<file path="config.mk">
export PLATFORM = sky130hd
export DESIGN_NAME = dabti_addr_gen
export DESIGN_NICKNAME = d
export VERILOG_FILES = /design/src/rtl/core/dabti_pkg.sv /design/src/rtl/core/dabti_addr_gen.sv
export SDC_FILE = /design/constraint.sdc
export NUM_CORES = 1
export LEC_CHECK = 0
export BUFFER_PORTS_ARGS = -buffer_cell sky130_fd_sc_hd__buf_4
export CAP_MARGIN = 10
export CORE_MARGIN = 10
export CORE_UTILIZATION = 57
export CTS_CLUSTER_DIAMETER = 200
export CTS_CLUSTER_SIZE = 20
export DETAILED_ROUTE_END_ITERATION = 12
export GPL_ROUTABILITY_DRIVEN = 0
export HOLD_SLACK_MARGIN = 0.12
export PLACE_DENSITY = 0.81
export REMOVE_ABC_BUFFERS = 1
export SLEW_MARGIN = 0
export SYNTH_ARGS = -nofsm -noshare
export SYNTH_HDL_FRONTEND = slang
export SYNTH_SLANG_ARGS = --single-unit
</file>
<file path="constraint.sdc">
create_clock -name clock -period 5.23 [get_ports clock]
set_input_delay 0.523 -clock clock [delete_from_list [all_inputs] [get_ports clock]]
set_output_delay 0.523 -clock clock [all_outputs]
set_load 0.03 [all_outputs]
</file>
<file path="src/rtl/core/dabti_pkg.sv">
// Shared types and constants for the DAB time deinterleaver.
// No dependencies; imported by every module of the block.
`default_nettype none

package dabti_pkg;

   // Width of the fragment length register
   localparam int unsigned LEN_W = 14;
   // Width of one soft sample
   localparam int unsigned SAMPLE_W = 16;
   // Frame slots per position and slot index width
   localparam int unsigned SLOTS = 16;
   localparam int unsigned SLOT_W = 4;
   // Warm-up counter saturates after this many completed frames
   localparam logic [4:0] WARMUP_DONE = 5'd16;

   // Per-item control that travels with the memory access
   typedef struct packed {
      logic last;    // last sample of the frame
      logic emit;    // item produces a result
      logic bypass;  // zero delay: result is the incoming sample
   } item_ctrl_type;

   // Frame delay indexed by position modulo 16
   function automatic logic [SLOT_W-1:0] frame_delay(input logic [SLOT_W-1:0] idx);
      logic [SLOT_W-1:0] d;
      unique case (idx)
         4'd0:  d = 4'd15;
         4'd1:  d = 4'd7;
         4'd2:  d = 4'd11;
         4'd3:  d = 4'd3;
         4'd4:  d = 4'd13;
         4'd5:  d = 4'd5;
         4'd6:  d = 4'd9;
         4'd7:  d = 4'd1;
         4'd8:  d = 4'd14;
         4'd9:  d = 4'd6;
         4'd10: d = 4'd10;
         4'd11: d = 4'd2;
         4'd12: d = 4'd12;
         4'd13: d = 4'd4;
         4'd14: d = 4'd8;
         default: d = 4'd0;
      endcase
      return d;
   endfunction

endpackage

`default_nettype wire

</file>
<file path="src/rtl/core/dabti_addr_gen.sv">
// Position, frame slot and warm-up counters; store addresses per item.
// Depends on dabti_pkg.
`default_nettype none

module dabti_addr_gen
   import dabti_pkg::*;
#(
   parameter int unsigned MAX_FRAGMENT = 8192
) (
   input  wire logic                          clock,
   input  wire logic                          reset,
   input  wire logic                          advance,
   input  wire logic                          len_we,
   input  wire logic [LEN_W-1:0]              len_data,
   output logic [$clog2(MAX_FRAGMENT)+SLOT_W-1:0] wr_addr,
   output logic [$clog2(MAX_FRAGMENT)+SLOT_W-1:0] rd_addr,
   output item_ctrl_type                      ctrl,
   output logic                               warm_done
);

   localparam int unsigned POS_W = $clog2(MAX_FRAGMENT);
   localparam int unsigned CW    = (POS_W + 1 > LEN_W) ? POS_W + 1 : LEN_W;
   localparam logic [CW-1:0] MAX_C = CW'(MAX_FRAGMENT);

   logic [LEN_W-1:0]  len_ff;
   logic [POS_W-1:0]  pos_ff, pos_in;
   logic [SLOT_W-1:0] slot_ff, slot_in;
   logic [4:0]        warm_ff, warm_in;

   logic [CW-1:0]     len_ext, eff_len, pos_next;
   logic [SLOT_W-1:0] delay, rd_slot;

   // Clamp the configured length to 1..MAX_FRAGMENT
   always_comb begin
      len_ext = CW'(len_ff);
      if (len_ext == '0) begin
         eff_len = CW'(1);
      end else if (len_ext > MAX_C) begin
         eff_len = MAX_C;
      end else begin
         eff_len = len_ext;
      end
   end

   // Addresses and per-item control
   always_comb begin
      pos_next    = CW'(pos_ff) + CW'(1);
      delay       = frame_delay(pos_ff[SLOT_W-1:0]);
      rd_slot     = slot_ff - delay;
      wr_addr     = {pos_ff, slot_ff};
      rd_addr     = {pos_ff, rd_slot};
      ctrl.last   = (pos_next >= eff_len);
      ctrl.emit   = warm_ff[4];
      ctrl.bypass = (delay == '0);
      warm_done   = warm_ff[4];
   end

   // Advance counters on each accepted item
   always_comb begin
      pos_in  = pos_ff;
      slot_in = slot_ff;
      warm_in = warm_ff;
      if (advance) begin
         if (ctrl.last) begin
            pos_in  = '0;
            slot_in = slot_ff + SLOT_W'(1);
            if (warm_ff != WARMUP_DONE) begin
               warm_in = warm_ff + 5'd1;
            end
         end else begin
            pos_in = pos_next[POS_W-1:0];
         end
      end
   end

   always_ff @(posedge clock) begin
      if (reset) begin
         len_ff  <= LEN_W'(1);
         pos_ff  <= '0;
         slot_ff <= '0;
         warm_ff <= '0;
      end else begin
         if (len_we) begin
            len_ff <= len_data;
         end
         pos_ff  <= pos_in;
         slot_ff <= slot_in;
         warm_ff <= warm_in;
      end
   end

endmodule

`default_nettype wire

</file>
* Word level (Yosys, flattened, before mapping)
Memory sizes are Yosys's and may differ from the RTL's. A register that Yosys moved wholly into a read port is not among the register bits.
Cells that the tools add are included.
** Storage, ports and cells
- Register bits :: 36
- Bits in read-only memories :: 64
- Bits of input ports :: 18
- Word-level logic and storage cells :: 21
- Memories kept :: 1
** Cells by class
- Add/subtract/negate cells :: 4
- Order comparisons :: 2
- Equal/unequal tests :: 1
- Muxes and demuxes :: 5
- Reduce and logical (&&, ||, !) cells :: 4
** Memories
- (no name shown) :: depth 16, bits a word 4, read ports 1, clocked after memory_dff 1, wr ports 0, RTL line dabti_pkg.sv:27 : unique case (idx)
** Operator list (number)
- 14-bit 2-to-1 mux :: 2
- 13-bit by 1-bit adder with 14-bit output (second input constant) :: 1
- 14-bit >= comparator :: 1
- 14-bit greater-than comparator (second input constant) :: 1
- 14-bit zero test :: 1
- 13-bit 2-to-1 mux :: 1
- 4-bit 2-to-1 mux :: 2
- 5-bit by 1-bit adder with 5-bit output (second input constant) :: 1
- 5-bit != test (second input constant) :: 1
- 4-bit by 1-bit adder with 4-bit output (second input constant) :: 1
- 4-bit zero test :: 1
- 4-bit subtractor :: 1
- 3-bit AND reduction :: 1
- 2-bit AND reduction :: 1

* Logic depth before layout (Yosys ltp)
Gate-level depths: netlist of run 1.
- Word-level depth :: 7
- Mapped depth :: 15

* Worst setup path after synthesis of run 1
Ideal clock, no wire load.
- Path kind :: register to register
- From :: register pos_ff[0]
- To :: register delay[0] (netlist name)
- Data arrival time :: 3.372 ns
- Slack :: 1.742 ns
- Cell stages (with the launch flop) :: 15
- Buffers on the path :: 0
- Clock period less this slack :: 3.488 ns
- Path through :: dfxtp_1 > ha_1 > nand3_1 > nor2_1 > nand2_1 > nor2_1 > xnor2_1 > ha_1 > a21oi_2 > nand2_1 > a221oi_2 > and2_4 > inv_2 > or4_4 > a31o_1
** RTL lines
- from (decl) :: RTL line dabti_addr_gen.sv:26 : logic [POS_W-1:0] pos_ff, pos_in;
- from (signal assigned) :: RTL line dabti_addr_gen.sv:86 : pos_ff <= pos_in;

==> metrics.yaml, run 1 <==
worstReg2RegEnd: "delay[0]"
start_util: 0.598
synth_cell_types: 43
n_fill_cell: 358
vias: 2098
grt_pass1_wl_um: 9800
fmax_mhz: 249
hold_buffers: 0
drive_gt1_frac: 0.225
synth.top_cell.area_share: 0.330
die_x_um: 85.2
crit_path_start_kind: "register"
instances_no_fill: 379
clock-skew-final_ns: 0.00285
dp_cells: 371
fin_crit_ns: 4.02
required_ns: 4.71
grt_use_met3: 0.0430
wl_per_cell_um: 14.8
final_cell_mix: "buf_4 (55), dfxtp_1 (40), nand2_1 (36)"
drtIter0Drc: 232
finalSetupViolCount: 0
reg2reg_setup_slack_ns: 1.46
critPathKind: "reg -> out"
syn_avg_cell_area_um2: 8.31
drcViolationCount: 0
yosysTopAreaCell: "dfxtp_1"
reg2regPathDepth: 14
p_leak_nw: 1.32
timing.final.crit_share: 0.769
setup_tns_ns: 0
numCtsBuffers: 5
cts-root-buf: "clkbuf_8"
die-area_mm2: 0.00727
hold-path-endpoint: "len_ext[0]"
firstDrtPassIters: 6
crit_fanout: 23
hold_path.class: "in -> reg"
grt_use_met2: 0.259
cts_htree_levels: 2
cts_setup_buffers: 0
core_mm2: 0.00406
rsz0062_at_grt: "no"
via_per_inst: 5.54
wirelength_um: 5600
cts_resized: 0
yosys-top-cells-area: "dfxtp_1 (33%), ha_1 (11%), mux2i_1 (5.8%), nand2_1 (5.6%), buf_4 (4.3%)"
clkLatencyLatePin_ns: 0.29
use_met1: 0.184
r2r_start: "pos_ff[0]"
synth_seq_area_share: 0.330
worst_ir_drop_vdd_mv: 0.207
status: "completed"
io_pins: 56
hp-start: "len_data[0]"
relSlewSlack: 0.659
chipHeight_um: 85.2
yosysWarnings: 0
antenna_found_initial: 0
startpoint: "pos_ff[0]"
clockBufferDepth: 2
top_usage_layer: "met2"
rows: 23
cts.sinks: 40
final_common_cell: "buf_4"
diodes: 0
hold_viol_final: 0
cap_viol_max_count: 0
cp_data_arrival_time_ns: 3.50
end_kind: "output port"
cts.clk_slew.worst_paths_ns: 0.07
worst-slew-pin-transition_ns: 0.509
hold-path-cell-count: 3
synth-seq-cells: 40
track_usage: 0.158
cts_tree: "done"
finalMaxSlewViolations: 0
port_buffers: 55
postSynthCellCount: 292
syn-cell-area_mm2: 0.00243
antenna_left: 0
nNetsFinal: 368
area_growth_pct: 17.1
grt_overflow_total: 0
grt_max_degree: 40
dp_hpwl_um: 4310
power.density_mw_per_mm2: 246
grt_pass1_vias: 2145
-- per-stage QoR --
| stage | hold slack (ns) | cell area [µm²] | power (mW) | utilization | setup slack (ns) |
|---|---|---|---|---|---|
| 3_3_place_gp | 0.484 | 2750 | 0.493 | 0.677 | 1.69 |
| 2_1_floorplan | 0.466 | 2270 | 0.438 | - | 1.36 |
| 4_1_cts | 0.455 | 2840 | 0.708 | 0.700 | 1.24 |
| 6_report | 0.459 | 2840 | 0.699 | 0.700 | 1.21 |
| 5_1_grt | 0.468 | 2840 | 0.738 | 0.700 | 0.952 |
| 3_5_place_dp | 0.494 | 2750 | 0.498 | 0.677 | 1.53 |
-- synthesized netlist by cell type --
master	number
a21o_1	5
a21oi_1	16
a21oi_2	1
a221oi_2	1
a31o_1	1
a31o_2	4
a31oi_1	5
and2_1	1
and2_4	1
and3_1	4
buf_1	3
buf_2	2
buf_4	14
clkbuf_1	7
clkinv_1	1
dfxtp_1	40
fa_1	1
ha_1	21
inv_1	16
inv_2	1
mux2_2	1
mux2i_1	14
nand2_1	36
nand2b_1	2
nand3_1	15
nand3b_1	2
nand4_1	7
nand4b_1	2
nor2_1	25
nor3_1	3
nor3b_1	1
nor4_1	3
nor4b_1	1
o211ai_1	2
o21a_1	1
o21ai_0	7
o21bai_1	1
o311ai_2	1
or3_1	4
or4_1	3
or4_4	1
xnor2_1	10
xor2_1	5
-- critical path, stage by stage, from the launching register on --
cell	delay, ns
dfxtp_1	0.48
ha_1	0.28
nand3_1	0.20
nor2_1	0.35
nand2_1	0.09
nor2_1	0.15
xnor2_1	0.17
ha_1	0.30
a21oi_2	0.15
nand2_1	0.07
a221oi_2	0.34
and2_4	0.34
inv_2	0.09
buf_4	0.18
-- kinds of logic (layout without fill, tap and decap cells) --
group	Yosys count	count (layout)	synth area share
DFF	40	40	0.330
xor gates and xnor gates	15	15	0.0541
AOI/OAI and AO/OA	45	45	0.123
and+or+nand+nor	111	111	0.223
buffers and inverters	44	81	0.0908
adders and majority gates	22	22	0.117
muxes	15	15	0.0624
-- registers in the layout (all words and copies together) (netlist names) --
register / flops
slot_ff: 4
len_ext: 14
warm_ff: 5
pos_ff: 13
delay: 4
-- where the power goes --
group	switching (mW)	internal, mW	total, mW
combinational	0.0956	0.0620	0.158
clock	0.103	0.105	0.209
sequential	0.0145	0.318	0.333
total	0.214	0.485	0.699
-- how the worst max path moves through the flow --
stage	end	slack, ns	depth (start not counted)
2_1_floorplan	delay[0]	1.36	14
3_5_place_dp	delay[0]	1.53	14
5_1_grt	ctrl[2]	0.95	13
3_3_place_gp	delay[0]	1.69	14
6_report	ctrl[2]	1.21	13
4_1_cts	ctrl[2]	1.24	13
-- final cells by class --
| class | count | area (µm²) | share of cell area |
|---|---|---|---|
| flip-flops and latches | 40 | 801 | 0.282 |
| inverters | 18 | 67.6 | 0.0238 |
| repair buffers | 55 | 413 | 0.145 |
| well taps | 50 | 62.6 | 0.0220 |
| multi-input cells | 208 | 1410 | 0.494 |
| clock buffers | 6 | 82.6 | 0.0291 |
| clock inverters | 2 | 10.0 | 0.00352 |
-- routing by layer --
layer | routed length (µm) | share of wire
met1 | 2470 | 0.44
met2 | 2730 | 0.49
met3 | 299 | 0.053
met4 | 106 | 0.019
met5 | 0 | 0
Note: power is estimated with default switching activity, not from simulation.
==> run 2, diff against run 1 <==
--- a/config.mk
+++ b/config.mk
@@ -5,16 +5,17 @@
 export SDC_FILE = /design/constraint.sdc
 export NUM_CORES = 1
 export LEC_CHECK = 0
+export ABC_AREA = 1
 export BUFFER_PORTS_ARGS = -buffer_cell sky130_fd_sc_hd__buf_4
 export CAP_MARGIN = 10
 export CORE_MARGIN = 10
-export CORE_UTILIZATION = 57
+export CORE_UTILIZATION = 49
 export CTS_CLUSTER_DIAMETER = 200
 export CTS_CLUSTER_SIZE = 20
 export DETAILED_ROUTE_END_ITERATION = 12
 export GPL_ROUTABILITY_DRIVEN = 0
 export HOLD_SLACK_MARGIN = 0.12
-export PLACE_DENSITY = 0.81
+export PLACE_DENSITY = 0.74
 export REMOVE_ABC_BUFFERS = 1
 export SLEW_MARGIN = 0
 export SYNTH_ARGS = -nofsm -noshare
==> constraint.sdc (replaced) <==
create_clock -name clock -period 3.5 [get_ports clock]
set_input_delay 0.35 -clock clock [delete_from_list [all_inputs] [get_ports clock]]
set_output_delay 0.35 -clock clock [all_outputs]
set_load 0.03 [all_outputs]
==> run 2 against run 1 <==
Sequential power rose by 48%. Wire length down 7.1%. Critical path depth up 1. Via count increased by 1.8%. Utilization down 9.9 points. Sequential share of layout area fell by 0.18 points. Flip-flop and latch count unchanged. Cell count rose by 18%. Non-clock buffer count unchanged. Combinational power increased by 13%. Clock power increased by 52%. Critical path type unchanged. Highest routed layer unchanged.
==> metrics.yaml, run 2 <==
syn_avg_cell_area_um2: 7.07  # -15%
finalMaxSlewViolations: 0  # unchanged
sequentialPowerShare: 0.498  # +0.022
synth_edf_count: 0  # unchanged
clkLatencyLatePin_ns: 0.30  # about the same
crit_path_start_kind: "register"
cts_setup_buffers: 0  # unchanged
worst_ir_drop_vdd_mv: 0.273  # +32%
die_x_um: 90.4  # +6.0%
fin_crit_ns: 3.14
antenna_left: 0  # unchanged
cts.clk_slew.worst_paths_ns: 0.08  # about the same
multi_input_area_mm2: 0.00133  # -5.3%
dp_hpwl_um: 4230  # -1.8%
core_mm2: 0.00475  # +17%
power.density_mw_per_mm2: 346  # +41%
numCtsBuffers: 5  # unchanged
nNetsFinal: 420  # +14%
track_usage: 0.131  # -0.0268
power_frac_clock: 0.321  # +0.022
instances_no_fill: 448  # +18%
relSlewSlack: 0.651  # -0.00773
port_buffers: 55  # unchanged
start_util: 0.510  # -0.0876
io_pins: 56  # unchanged
n_fill_cell: 483  # +35%
yosys-top-cells-area: "dfxtp_1 (33%), nand2_1 (15%), ha_1 (11%), nor2_1 (5.7%), inv_1 (5.4%)"
dp_cells: 440  # +19%
p_switching_mw: 0.291  # +36%
drive_gt1_frac: 0.199  # -0.0254
crit_family: "simple AND/OR/NAND/NOR gates"
synth.most_common_cell: "nand2_1"
vias: 2136  # +1.8%
cts_tree: "done"
wirelength_um: 5200  # -7.1%
ys_top_cells_by_count: "nand2_1 (94), dfxtp_1 (40), nor2_1 (37)"
synth_seq_area_share: 0.330  # unchanged
crit_buf_inv: 2  # unchanged
grt_pass1_wl_um: 9310  # -5.1%
largest_reg_flops: 14  # unchanged
cts.sinks: 40  # unchanged
firstDrtPassIters: 4  # -2
antenna_found_initial: 0  # unchanged
status: "completed"
regArea_um2: 801  # unchanged
switching_share: 0.293  # -0.0124
synth.top_cell.area_share: 0.330  # unchanged
worst-slew-pin-transition_ns: 0.523  # +0.0142 ns
chipHeight_um: 90.4  # +6.0%
p_int_mw: 0.700  # +44%
required_ns: 3.15  # -1.56 ns
ys_async_sr_fraction: 0  # unchanged
end_kind: "output port"
cts_resized: 0  # unchanged
wl_per_cell_um: 11.6  # -21%
synth_ff_type: "dfxtp_1"
hold_viol_final: 0  # unchanged
grt_max_degree: 21  # -48%
critPathMaxStageDelay_ns: 0.49  # about the same
finalSetupViolCount: 0  # unchanged
grt_pass1_vias: 2173  # +1.3%
cap_viol_max_count: 0  # unchanged
syn-cell-area_mm2: 0.00243  # unchanged
die-area_mm2: 0.00817  # +12%
drcViolationCount: 0  # unchanged
crit_fanout: 12  # -48%
cpMaxStageDelayCell: "dfxtp_1"
clockBufferDepth: 2  # unchanged
setup_tns_ns: 0  # unchanged
p_leak_nw: 1.47  # +11%
hold_buffers: 0  # unchanged
postSynthCellCount: 343  # +17%
rsz0062_at_grt: "no"
critPathKind: "reg -> out"
crit_chain: "ha_1 -> nand3_1 -> inv_2 -> nand2_2 -> nor3_4 -> xor2_2 -> ha_1 -> nand2_1 -> nor2_1 -> nand2_1 -> nand2_1 -> nor2_1 -> nand3_2 -> buf_4"
cp_data_arrival_time_ns: 2.79  # -0.71 ns
synth-seq-cells: 40  # unchanged
grt_overflow_total: 0  # unchanged
clock-skew-final_ns: 0.00901  # +0.00616 ns
combPwrFrac: 0.181  # -0.045
crit_top_cell: "nand2_1"
diodes: 0  # unchanged
rows: 25  # +8.7%
area_growth_pct: 17.9
final_cell_mix: "nand2_1 (94), buf_4 (55), dfxtp_1 (40)"
fmax_mhz: 319
cts-root-buf: "clkbuf_8"
yosysWarnings: 0  # unchanged
cts_htree_levels: 2  # unchanged
hold_path.class: "in -> reg"
via_per_inst: 4.77  # -14%
timing.final.crit_share: 0.896
drtIter0Drc: 76  # -67%
final_common_cell: "nand2_1"
yosysTopAreaCell: "dfxtp_1"
synth_cell_types: 26  # -40%
run 2: changes by cell type after synthesis, sizes merged, moves of 7 or more:
cell,previous run,this run
nand2,36,96
xor2,5,12
nor2,25,40
inv,17,37
o21ai,7,16
mux2i,14,0
run 2: metrics by stage:
stage | setup slack [ns] | instance area [µm²] | util | total power [mW] | hold slack [ns]
floorplan | 0.243 | 2270 | - | 0.618 | 0.412
global placement | 0.438 | 2770 | 0.582 | 0.681 | 0.469
detailed placement | 0.422 | 2770 | 0.582 | 0.686 | 0.474
CTS | 0.353 | 2860 | 0.602 | 1.00 | 0.252
global route | 0.00103 | 2860 | 0.602 | 1.05 | 0.271
finish | 0.364 | 2860 | 0.602 | 0.991 | 0.254
run 2: path summary, 6_finish.rpt:
kind         cells after the start         from  slack, ns         end
max reg2reg                     17    pos_ff[0]       0.42    delay[0]
min reg2reg                      2   len_ext[6]       0.48  len_ext[6]
max                             14    pos_ff[0]       0.36     ctrl[2]
min                              3  len_data[0]       0.25  len_ext[0]
run 2: routing by layer:
| metal | vias up | routed length (µm) | GRT usage |
|---|---|---|---|
| li1 | 1138 | - | - |
| met1 | 943 | 2430 | 0.145 |
| met2 | 46 | 2430 | 0.231 |
| met3 | 9 | 271 | 0.0391 |
| met4 | 0 | 68 | 0.0464 |
| met5 | - | 0 | 0 |
run 2: cell families after synthesis:
kind of cell | synth area share
fa+ha+maj | 0.117
flops | 0.330
compound gates | 0.0815
xor+xnor | 0.0645
buf+inv | 0.121
simple gates | 0.286
run 2: worst min-delay path, delay by kind of cell:
family,cells,cell delay [ns]
AND/OR/NAND/NOR,2,0.10
buffers and inverters,1,0.07
run 2: power groups by stage:
stage,Combinational [mW],Sequential (mW),Clock [mW]
6_report,0.179,0.493,0.318
3_3_place_gp,0.177,0.504,0
3_5_place_dp,0.182,0.504,0
4_1_cts,0.182,0.493,0.326
2_1_floorplan,0.106,0.511,0
5_1_grt,0.206,0.497,0.342
run 2: final cells by class:
class,count,area share
well taps,67,0.0293
flip-flops and latches,40,0.280
inverters,37,0.0486
clock buffers,6,0.0289
repair buffers,55,0.144
clock inverters,2,0.00350
multi-input cells,241,0.465
